<file path="config.mk">
export PLATFORM = sky130hd
export DESIGN_NAME = draw_without_replacement_pool_core_flat
export DESIGN_NICKNAME = d
export VERILOG_FILES = /design/src/hdl/dwr_pkg.sv /design/src/hdl/dwr_if.sv /design/src/hdl/dwr_ram.sv /design/src/hdl/dwr_mod.sv /design/src/hdl/draw_without_replacement_pool_core.sv /design/src/flat_wrapper.sv
export SDC_FILE = /design/constraint.sdc
export NUM_CORES = 2
export LEC_CHECK = 0
export BUFFER_PORTS_ARGS = -buffer_cell sky130_fd_sc_hd__buf_2
export CAP_MARGIN = 20
export CORE_ASPECT_RATIO = 0.6
export CORE_MARGIN = 10
export CORE_UTILIZATION = 40
export CTS_CLUSTER_SIZE = 24
export DETAILED_ROUTE_END_ITERATION = 7
export GPL_TIMING_DRIVEN = 0
export HOLD_SLACK_MARGIN = 0.03
export MAX_ROUTING_LAYER = met4
export PLACE_DENSITY = 0.56
export SLEW_MARGIN = 25
export SYNTH_ARGS = -nofsm -noshare
export SYNTH_HDL_FRONTEND = slang
export SYNTH_HIERARCHICAL = 1
export SYNTH_SLANG_ARGS = --single-unit
</file>
<file path="constraint.sdc">
create_clock -name clk_i -period 23.8 [get_ports clk_i]
set_input_delay 5.95 -clock clk_i [delete_from_list [all_inputs] [get_ports clk_i]]
set_output_delay 5.95 -clock clk_i [all_outputs]
set_load 0.1 [all_outputs]
</file>
<file path="src/hdl/dwr_pkg.sv">
package dwr_pkg;

  localparam int unsigned DEPTH    = 256;
  localparam int unsigned IDX_W    = $clog2(DEPTH);
  localparam int unsigned CNT_W    = $clog2(DEPTH + 1);
  localparam int unsigned WORD_W   = 16;
  localparam int unsigned FUNC_W   = 3;
  localparam int unsigned STATUS_W = 3;
  localparam int unsigned DIV_N_W  = $clog2(WORD_W + 1);

  typedef enum logic [FUNC_W-1:0] {
    FUNC_DRAW    = 3'd0,
    FUNC_REMOVE  = 3'd1,
    FUNC_APPEND  = 3'd2,
    FUNC_RESTART = 3'd3,
    FUNC_REFILL  = 3'd4,
    FUNC_SEQ     = 3'd5
  } dwr_func_e;

  typedef enum logic [STATUS_W-1:0] {
    ST_OK          = 3'd0,
    ST_EXHAUSTED   = 3'd1,
    ST_NOT_FOUND   = 3'd2,
    ST_FULL        = 3'd3,
    ST_EMPTY_RANGE = 3'd4
  } dwr_status_e;

  typedef struct packed {
    logic              start;
    logic [WORD_W-1:0] dividend;
    logic [CNT_W-1:0]  divisor;
  } dwr_mod_req_t;

  typedef struct packed {
    logic             done;
    logic [IDX_W-1:0] rem;
  } dwr_mod_rsp_t;

endpackage

</file>
<file path="src/hdl/dwr_if.sv">
interface dwr_in_if;
  import dwr_pkg::*;
  logic              valid;
  logic              ready;
  logic [FUNC_W-1:0] func;
  logic [WORD_W-1:0] random_word;
  logic [WORD_W-1:0] value;
  modport source (output valid, func, random_word, value, input ready);
  modport sink (input valid, func, random_word, value, output ready);
endinterface

interface dwr_out_if;
  import dwr_pkg::*;
  logic                valid;
  logic                ready;
  logic [STATUS_W-1:0] status;
  logic [WORD_W-1:0]   drawn_value;
  logic [CNT_W-1:0]    remaining;
  modport source (output valid, status, drawn_value, remaining, input ready);
  modport sink (input valid, status, drawn_value, remaining, output ready);
endinterface

</file>
<file path="src/hdl/dwr_ram.sv">
module dwr_ram #(
  parameter int unsigned Width = 16,
  parameter int unsigned Depth = 256,
  localparam int unsigned AddrW = (Depth > 1) ? $clog2(Depth) : 1
) (
  input  logic             clk_i,
  input  logic             we_i,
  input  logic [AddrW-1:0] waddr_i,
  input  logic [Width-1:0] wdata_i,
  input  logic [AddrW-1:0] raddr_i,
  output logic [Width-1:0] rdata_o
);

  logic [Width-1:0] mem [Depth];

  always_ff @(posedge clk_i) begin
    if (we_i) begin
      mem[waddr_i] <= wdata_i;
    end
  end

  always_ff @(posedge clk_i) begin
    rdata_o <= mem[raddr_i];
  end

endmodule

</file>
<file path="src/hdl/dwr_mod.sv">
module dwr_mod (
  input  logic                  clk_i,
  input  logic                  rst_ni,
  input  dwr_pkg::dwr_mod_req_t req_i,
  output dwr_pkg::dwr_mod_rsp_t rsp_o
);
  import dwr_pkg::*;

  logic                busy_q, busy_d;
  logic                done_q, done_d;
  logic [DIV_N_W-1:0]  n_q, n_d;
  logic [WORD_W-1:0]   quo_q, quo_d;
  logic [CNT_W-1:0]    rem_q, rem_d;
  logic [CNT_W-1:0]    div_q, div_d;
  logic [CNT_W:0]      trial;

  // Restoring remainder, one dividend bit per cycle.
  always_comb begin
    busy_d = busy_q;
    done_d = 1'b0;
    n_d    = n_q;
    quo_d  = quo_q;
    rem_d  = rem_q;
    div_d  = div_q;
    trial  = {rem_q, quo_q[WORD_W-1]};
    if (req_i.start) begin
      busy_d = 1'b1;
      n_d    = DIV_N_W'(WORD_W);
      quo_d  = req_i.dividend;
      rem_d  = '0;
      div_d  = req_i.divisor;
    end else if (busy_q) begin
      quo_d = {quo_q[WORD_W-2:0], 1'b0};
      if (trial >= {1'b0, div_q}) begin
        trial = trial - {1'b0, div_q};
      end
      rem_d = trial[CNT_W-1:0];
      n_d   = n_q - DIV_N_W'(1);
      if (n_q == DIV_N_W'(1)) begin
        busy_d = 1'b0;
        done_d = 1'b1;
      end
    end
  end

  always_ff @(posedge clk_i or negedge rst_ni) begin
    if (!rst_ni) begin
      busy_q <= 1'b0;
      done_q <= 1'b0;
      n_q    <= '0;
    end else begin
      busy_q <= busy_d;
      done_q <= done_d;
      n_q    <= n_d;
    end
  end

  always_ff @(posedge clk_i) begin
    quo_q <= quo_d;
    rem_q <= rem_d;
    div_q <= div_d;
  end

  assign rsp_o.done = done_q;
  assign rsp_o.rem  = rem_q[IDX_W-1:0];

endmodule

</file>
<file path="src/hdl/draw_without_replacement_pool_core.sv">
// Ordered pool of 16-bit values for drawing without replacement.
// Input channel in_i carries one command word (func, random_word, value); output
// channel out_o returns one result word (status, drawn_value, remaining) per command.
// Words move when valid and ready are both high. The user writes registers pool_low
// (0x0) and pool_high (0x4) over the APB port only while idle; the block does not enforce it.
// The pool lives in one 256 x 16 RAM with registered read data; a result register
// parts the two channels, so a held result does not stop the next command from being
// taken, though only one command is worked on at a time.
// Steps from accept to result valid, receiver ready:
//   append, sequential, failed draw, empty range, unused codes: straight to the result
//   draw: the remainder unit picks the index, the entry is read, then the tail shifts down
//   remove: scan up to the match, then shift the tail; when absent, scan to the end
//   restart, refill: one RAM write a cycle for each loaded entry
// The next command is taken in the cycle after the previous result is loaded, so
// a command is never taken before the previous one has reached the result register.
// Reset clears count, top, flags and registers; the RAM is not cleared, and no entry
// beyond the count is ever used. When the receiver stalls, the result is held and a
// finished command waits for the result register before it is released.
module draw_without_replacement_pool_core (
  input  logic        clk_i,
  input  logic        rst_ni,
  dwr_in_if.sink      in_i,
  dwr_out_if.source   out_o,
  input  logic        psel,
  input  logic        penable,
  input  logic        pwrite,
  input  logic [2:0]  paddr,
  input  logic [31:0] pwdata,
  output logic [31:0] prdata,
  output logic        pready
);
  import dwr_pkg::*;

  typedef enum logic [7:0] {
    S_IDLE     = 8'b0000_0001,
    S_DIV      = 8'b0000_0010,
    S_DRAW_RD  = 8'b0000_0100,
    S_DRAW_CAP = 8'b0000_1000,
    S_SHIFT    = 8'b0001_0000,
    S_SCAN     = 8'b0010_0000,
    S_FILL     = 8'b0100_0000,
    S_RESP     = 8'b1000_0000
  } state_e;

  state_e            state_q, state_d;

  // Registers and architectural state.
  logic [WORD_W-1:0] pool_low_q, pool_high_q;
  logic [CNT_W-1:0]  cnt_q, cnt_d;
  logic [WORD_W-1:0] top_q, top_d;
  logic              exh_q, exh_d;
  logic [WORD_W-1:0] last_q, last_d;

  // Captured command word and walk pointers.
  logic [FUNC_W-1:0] func_q, func_d;
  logic [WORD_W-1:0] val_q, val_d;
  logic [CNT_W-1:0]  ptr_q, ptr_d;
  logic              pend_q, pend_d;

  // Pending result and output register.
  dwr_status_e       res_st_q, res_st_d;
  logic [WORD_W-1:0] res_val_q, res_val_d;
  logic              out_vld_q, out_vld_d;
  logic [STATUS_W-1:0] out_st_q;
  logic [WORD_W-1:0] out_val_q;
  logic [CNT_W-1:0]  out_rem_q;
  logic              out_load;

  // RAM port.
  logic              ram_we;
  logic [IDX_W-1:0]  ram_waddr, ram_raddr;
  logic [WORD_W-1:0] ram_wdata, ram_rdata;

  dwr_mod_req_t      mod_req;
  dwr_mod_rsp_t      mod_rsp;

  logic              accept;
  logic [WORD_W-1:0] load_hi;
  logic [WORD_W:0]   span;
  logic [WORD_W:0]   seq_nx;
  logic [CNT_W-1:0]  ptr_m2;
  logic [WORD_W-1:0] fill_val;

  // APB: writes land at the access phase, reads decode on paddr[2].
  assign pready = 1'b1;
  assign prdata = paddr[2] ? {16'd0, pool_high_q} : {16'd0, pool_low_q};

  always_ff @(posedge clk_i or negedge rst_ni) begin
    if (!rst_ni) begin
      pool_low_q  <= '0;
      pool_high_q <= '0;
    end else if (psel && penable && pwrite) begin
      if (paddr[2]) begin
        pool_high_q <= pwdata[WORD_W-1:0];
      end else begin
        pool_low_q <= pwdata[WORD_W-1:0];
      end
    end
  end

  assign in_i.ready = (state_q == S_IDLE);
  assign accept     = in_i.valid && in_i.ready;

  assign load_hi  = (in_i.func == FUNC_RESTART) ? pool_high_q : top_q;
  assign span     = {1'b0, load_hi} - {1'b0, pool_low_q};
  assign seq_nx   = {1'b0, last_q} + (WORD_W + 1)'(1);
  assign ptr_m2   = ptr_q - CNT_W'(2);
  assign fill_val = pool_low_q + WORD_W'(ptr_q);

  always_comb begin
    state_d   = state_q;
    cnt_d     = cnt_q;
    top_d     = top_q;
    exh_d     = exh_q;
    last_d    = last_q;
    func_d    = func_q;
    val_d     = val_q;
    ptr_d     = ptr_q;
    pend_d    = pend_q;
    res_st_d  = res_st_q;
    res_val_d = res_val_q;
    out_load  = 1'b0;
    ram_we    = 1'b0;
    ram_waddr = ptr_q[IDX_W-1:0];
    ram_wdata = fill_val;
    ram_raddr = ptr_q[IDX_W-1:0];
    mod_req.start    = 1'b0;
    mod_req.dividend = in_i.random_word;
    mod_req.divisor  = cnt_q;

    case (state_q)
      S_IDLE: begin
        if (accept) begin
          func_d    = in_i.func;
          val_d     = in_i.value;
          res_st_d  = ST_OK;
          res_val_d = '0;
          ptr_d     = '0;
          pend_d    = 1'b0;
          state_d   = S_RESP;
          case (in_i.func)
            FUNC_DRAW: begin
              if (exh_q || cnt_q == '0) begin
                res_st_d = ST_EXHAUSTED;
              end else begin
                mod_req.start = 1'b1;
                state_d       = S_DIV;
              end
            end
            FUNC_REMOVE: begin
              state_d = S_SCAN;
            end
            FUNC_APPEND: begin
              if (cnt_q == CNT_W'(DEPTH) || top_q == '1) begin
                res_st_d = ST_FULL;
              end else begin
                // Append top+1 at the tail.
                ram_we    = 1'b1;
                ram_waddr = cnt_q[IDX_W-1:0];
                ram_wdata = top_q + WORD_W'(1);
                top_d     = top_q + WORD_W'(1);
                cnt_d     = cnt_q + CNT_W'(1);
                exh_d     = 1'b0;
              end
            end
            FUNC_RESTART, FUNC_REFILL: begin
              top_d  = load_hi;
              last_d = '0;
              exh_d  = 1'b0;
              if (load_hi < pool_low_q) begin
                cnt_d    = '0;
                exh_d    = 1'b1;
                res_st_d = ST_EMPTY_RANGE;
              end else begin
                if (span >= (WORD_W + 1)'(DEPTH)) begin
                  cnt_d    = CNT_W'(DEPTH);
                  res_st_d = (span == (WORD_W + 1)'(DEPTH - 1)) ? ST_OK : ST_FULL;
                end else begin
                  cnt_d = span[CNT_W-1:0] + CNT_W'(1);
                end
                state_d = S_FILL;
              end
            end
            FUNC_SEQ: begin
              if (top_q < pool_low_q) begin
                res_st_d = ST_EMPTY_RANGE;
              end else if (seq_nx > {1'b0, top_q}) begin
                last_d    = pool_low_q;
                res_val_d = pool_low_q;
              end else begin
                last_d    = seq_nx[WORD_W-1:0];
                res_val_d = seq_nx[WORD_W-1:0];
              end
            end
            default: begin
              res_st_d = ST_OK;
            end
          endcase
        end
      end

      S_DIV: begin
        if (mod_rsp.done) begin
          ptr_d   = {1'b0, mod_rsp.rem};
          state_d = S_DRAW_RD;
        end
      end

      S_DRAW_RD: begin
        state_d = S_DRAW_CAP;
      end

      S_DRAW_CAP: begin
        res_val_d = ram_rdata;
        ptr_d     = ptr_q + CNT_W'(1);
        pend_d    = 1'b0;
        state_d   = S_SHIFT;
      end

      S_SHIFT: begin
        // Read entry ptr while writing the previous read one slot lower.
        ram_we    = pend_q;
        ram_waddr = ptr_m2[IDX_W-1:0];
        ram_wdata = ram_rdata;
        if (ptr_q < cnt_q) begin
          ptr_d  = ptr_q + CNT_W'(1);
          pend_d = 1'b1;
        end else begin
          pend_d = 1'b0;
          cnt_d  = cnt_q - CNT_W'(1);
          if (func_q == FUNC_DRAW && cnt_q == CNT_W'(1)) begin
            exh_d = 1'b1;
          end
          res_st_d = ST_OK;
          state_d  = S_RESP;
        end
      end

      S_SCAN: begin
        if (pend_q && ram_rdata == val_q) begin
          // First match sits at ptr-1: shift from ptr.
          pend_d  = 1'b0;
          state_d = S_SHIFT;
        end else if (ptr_q < cnt_q) begin
          ptr_d  = ptr_q + CNT_W'(1);
          pend_d = 1'b1;
        end else begin
          pend_d   = 1'b0;
          res_st_d = ST_NOT_FOUND;
          state_d  = S_RESP;
        end
      end

      S_FILL: begin
        ram_we = 1'b1;
        ptr_d  = ptr_q + CNT_W'(1);
        if (ptr_q == cnt_q - CNT_W'(1)) begin
          state_d = S_RESP;
        end
      end

      S_RESP: begin
        // Release once the output register is free.
        if (!out_vld_q || out_o.ready) begin
          out_load = 1'b1;
          state_d  = S_IDLE;
        end
      end

      default: begin
        state_d = S_IDLE;
      end
    endcase
  end

  always_comb begin
    out_vld_d = out_vld_q;
    if (out_o.ready) begin
      out_vld_d = 1'b0;
    end
    if (out_load) begin
      out_vld_d = 1'b1;
    end
  end

  always_ff @(posedge clk_i or negedge rst_ni) begin
    if (!rst_ni) begin
      state_q   <= S_IDLE;
      cnt_q     <= '0;
      top_q     <= '0;
      exh_q     <= 1'b0;
      last_q    <= '0;
      ptr_q     <= '0;
      pend_q    <= 1'b0;
      out_vld_q <= 1'b0;
    end else begin
      state_q   <= state_d;
      cnt_q     <= cnt_d;
      top_q     <= top_d;
      exh_q     <= exh_d;
      last_q    <= last_d;
      ptr_q     <= ptr_d;
      pend_q    <= pend_d;
      out_vld_q <= out_vld_d;
    end
  end

  always_ff @(posedge clk_i) begin
    func_q    <= func_d;
    val_q     <= val_d;
    res_st_q  <= res_st_d;
    res_val_q <= res_val_d;
    if (out_load) begin
      out_st_q  <= res_st_q;
      out_val_q <= res_val_q;
      out_rem_q <= cnt_q;
    end
  end

  assign out_o.valid       = out_vld_q;
  assign out_o.status      = out_st_q;
  assign out_o.drawn_value = out_val_q;
  assign out_o.remaining   = out_rem_q;

  dwr_mod u_mod (
    .clk_i  (clk_i),
    .rst_ni (rst_ni),
    .req_i  (mod_req),
    .rsp_o  (mod_rsp)
  );

  dwr_ram #(
    .Width (WORD_W),
    .Depth (DEPTH)
  ) u_ram (
    .clk_i   (clk_i),
    .we_i    (ram_we),
    .waddr_i (ram_waddr),
    .wdata_i (ram_wdata),
    .raddr_i (ram_raddr),
    .rdata_o (ram_rdata)
  );

endmodule
</file>
<file path="src/flat_wrapper.sv">
// flat-port wrapper written by rule: the top's interface ports become plain ports
module draw_without_replacement_pool_core_flat import dwr_pkg::*;
  (clk_i, rst_ni, psel, penable, pwrite, paddr, pwdata, prdata, pready, in_i_valid, in_i_func, in_i_random_word, in_i_value, in_i_ready, out_o_valid, out_o_status, out_o_drawn_value, out_o_remaining, out_o_ready);
  dwr_in_if in_i_i ();
  dwr_out_if out_o_i ();
  input  logic clk_i;
  input  logic rst_ni;
  input  logic psel;
  input  logic penable;
  input  logic pwrite;
  input  logic [2:0] paddr;
  input  logic [31:0] pwdata;
  output logic [31:0] prdata;
  output logic pready;
  input wire logic [$bits(in_i_i.valid)-1:0] in_i_valid;
  input wire logic [$bits(in_i_i.func)-1:0] in_i_func;
  input wire logic [$bits(in_i_i.random_word)-1:0] in_i_random_word;
  input wire logic [$bits(in_i_i.value)-1:0] in_i_value;
  output wire logic [$bits(in_i_i.ready)-1:0] in_i_ready;
  output wire logic [$bits(out_o_i.valid)-1:0] out_o_valid;
  output wire logic [$bits(out_o_i.status)-1:0] out_o_status;
  output wire logic [$bits(out_o_i.drawn_value)-1:0] out_o_drawn_value;
  output wire logic [$bits(out_o_i.remaining)-1:0] out_o_remaining;
  input wire logic [$bits(out_o_i.ready)-1:0] out_o_ready;
  assign in_i_i.valid = in_i_valid;
  assign in_i_i.func = in_i_func;
  assign in_i_i.random_word = in_i_random_word;
  assign in_i_i.value = in_i_value;
  assign in_i_ready = in_i_i.ready;
  assign out_o_valid = out_o_i.valid;
  assign out_o_status = out_o_i.status;
  assign out_o_drawn_value = out_o_i.drawn_value;
  assign out_o_remaining = out_o_i.remaining;
  assign out_o_i.ready = out_o_ready;
  draw_without_replacement_pool_core u_core (.clk_i(clk_i), .rst_ni(rst_ni), .in_i(in_i_i), .out_o(out_o_i), .psel(psel), .penable(penable), .pwrite(pwrite), .paddr(paddr), .pwdata(pwdata), .prdata(prdata), .pready(pready));
endmodule
</file>
==> reports/metrics.cfg <==
[timing]
fin_tns_setup_ps = 0
fmax_ghz = 0.0755
hold_viol_final = 0
rsz0062_at_grt = false
setup_viol = 0
finClkSkew_ps = 85.1
finalCritPeriodShare = 0.557
min_period_ps = 13250
relSlewSlack = 0.169
drv_slew = 0
worstMarginPinSlew_ps = 1250

[layout]
final_nets = 9947
layout_commonest_cell = edfxtp_1
layout_common_cells = edfxtp_1, mux4_2, mux2i_1
synthToLayoutAreaGrowth_pct = 17.5
layout.cells.non_filler = 15900
drive_gt1_frac = 0.268

[outcome]
status = complete, no violations

[pwr]
power.density_mw_per_mm2 = 118
ir_worst_vdd_mv = 0.0735
power.leakage_nw = 62.7

[yosys]
yosysTopAreaCell = edfxtp_1
async_flop_share = 0.0232
ys_ff_latch = 4312
netlist_area_sq_mm = 0.173
yosysWarnings = 6
yosys-top-cells-area = edfxtp_1, mux4_2, mux2i_1
netlist.area_leader.share = 0.728
synthCells = 8852
ys.flop_type = edfxtp_1
synth.avg_cell_area_sq_um = 19.5
seq_area_frac_synth = 0.745
yosys.cell_types.count = 105
synth_edf_count = 4187

[clocking]
cts-hold-fix-buffers = 0
ctsResizeCount = 0
clk_latency_ps = 1000
cts_root_buf = clkbuf_16
h-tree-depth = 5
clk_pin_slew_worst_paths_ps = 60
cts_tree = done
cts-buffers-inserted = 400
post-cts-setup-buffers = 0
clk_path_buf_depth = 4
clock-sinks = 4312

[setup_path]
worstSetupStartpointType = input port
slowest_delay_ps = 500
criticalPathCategory = input port to output port
rr_worst_depth = 17
cp.required_ps = 17850
crit_fanout = 10
path_cells = clkbuf_1 > clkbuf_1 > nand2_1 > o21ai_0 > buf_2
end_kind = output port
crit_arrival_ps = 7300
cp_common_cell = clkbuf_1
crit_slowest_cell = buf_2

[route]
drc = 0
wl_per_cell_um = 39.1
drt_iter0_markers = 16900
num_vias = 100000
wirelength_mm = 620
ant_nets = 0
drt_first_pass_iters = 6
viasPerCell = 6.32

[die]
start_util = 0.403
die_h_um = 529
pin_count = 140
die-area_sq_mm = 0.459
die_w_um = 868
fp-row-count = 186
fp.coreArea_sq_mm = 0.429

[place]
port_buffers = 103
dp_cells = 15100
dp_hpwl_mm = 459
place_congestion = 1.01

[hold_path]
worstHoldPathCells = 0
min_path_type = flop to flop

[run]
cap_violations = 0

[global_route]
grt_pass1_wl_mm = 826
grt_pass1_vias = 93000
grt_antenna_before_repair = 62
grt_max_degree = 61
grtUsageTotal = 0.270
grt-ovfl-total = 0

==> state kept, by name, summed over array words and instances (netlist names), 9 cells and up <==
name	cells
u_core/ptr_q	9
u_core/u_mod/div_q	9
u_core/val_q	16
u_core/top_q	16
u_core/last_q	16
u_core/u_mod/quo_q	16
u_core/out_o.drawn_value	16
u_core/res_val_q	16
u_core/cnt_q	9
u_core/pool_high_q	16
u_core/pool_low_q	16
u_core/u_mod/rem_q	9
u_core/out_o.remaining	9
u_core/u_ram/rdata_o	16
u_core/u_ram/mem	4096
==> Yosys cell counts, drive strengths merged (99+ instances only) <==
master	number
mux4	797
mux2	141
o221ai	258
o22ai	166
nor2	390
edfxtp	4187
buf	262
nand2	180
mux2i	592
nor3	122
dfrtp	99
a21oi	246
o21ai	159
clkbuf	278
==> critical path: cells and delay by family <==
family	cells	cell delay, ps
AOI/OAI and AO/OA	1	150
buffers and inverters	3	1090
and+or+nand+nor	1	100
==> logic make-up after synthesis <==
kind of cell,synth area share
flip-flops,0.745
XOR/XNOR,0.00497
buffers and inverters,0.0200
adder cells (fa/ha/maj),0.00658
other,0.0000435
AO/OA/AOI/OAI,0.0480
multiplexers,0.147
AND/OR/NAND/NOR,0.0278
==> cell type report <==
type	instances	area, sq um
Buffer	540	3290
Clock buffer	489	10600
Inverter	85	324
Multi-Input combinational cell	3930	42600
Timing Repair Buffer	512	8160
Fill cell	35400	226000
Clock inverter	232	2010
Sequential cell	4312	129000
Antenna cell	28	70.1
Tap cell	5734	7170
==> metrics by stage <==
stage	worst slack (ps)	hold slack, ps	cell area (sq um)	utilization	power (mW)
after floorplan	4960	400	173000	-	14.0
after global placement	-14240	412	181000	0.421	17.9
after detailed placement	10560	406	190000	0.443	17.4
after CTS	10560	420	203000	0.472	23.7
after global routing	10400	430	203000	0.473	24.5
final	10550	418	203000	0.473	23.9
==> report_power, final <==
part	switching, mW	internal [mW]
clock network	2.88	3.50
registers	0.192	9.33
logic	5.31	2.70
total	8.38	15.5
==> final timing paths <==
| path | endpoint | from | slack (ps) |
|---|---|---|---|
| setup reg to reg | u_core/u_ram/mem[102][3] | u_core/top_q[0] | 15370 |
| hold / removal | u_core/out_o.drawn_value[0] | u_core/res_val_q[0] | 420 |
| setup / recovery | prdata[14] | paddr[2] | 10550 |
| hold reg to reg | u_core/out_o.drawn_value[0] | u_core/res_val_q[0] | 420 |
| max in group asynchronous | u_core/last_q[11] | rst_ni | 18130 |
| min in group asynchronous | u_core/pend_q | rst_ni | 4970 |
==> metal layers <==
metal  vias to the layer above  share of wire  track usage
li1                      38700              -            -
met1                     53600           0.44        0.412
met2                      7048           0.37        0.323
met3                       784           0.17        0.117
met4                         0          0.027       0.0610
met5                         -              0            -
(Power assumes the default switching activity.)
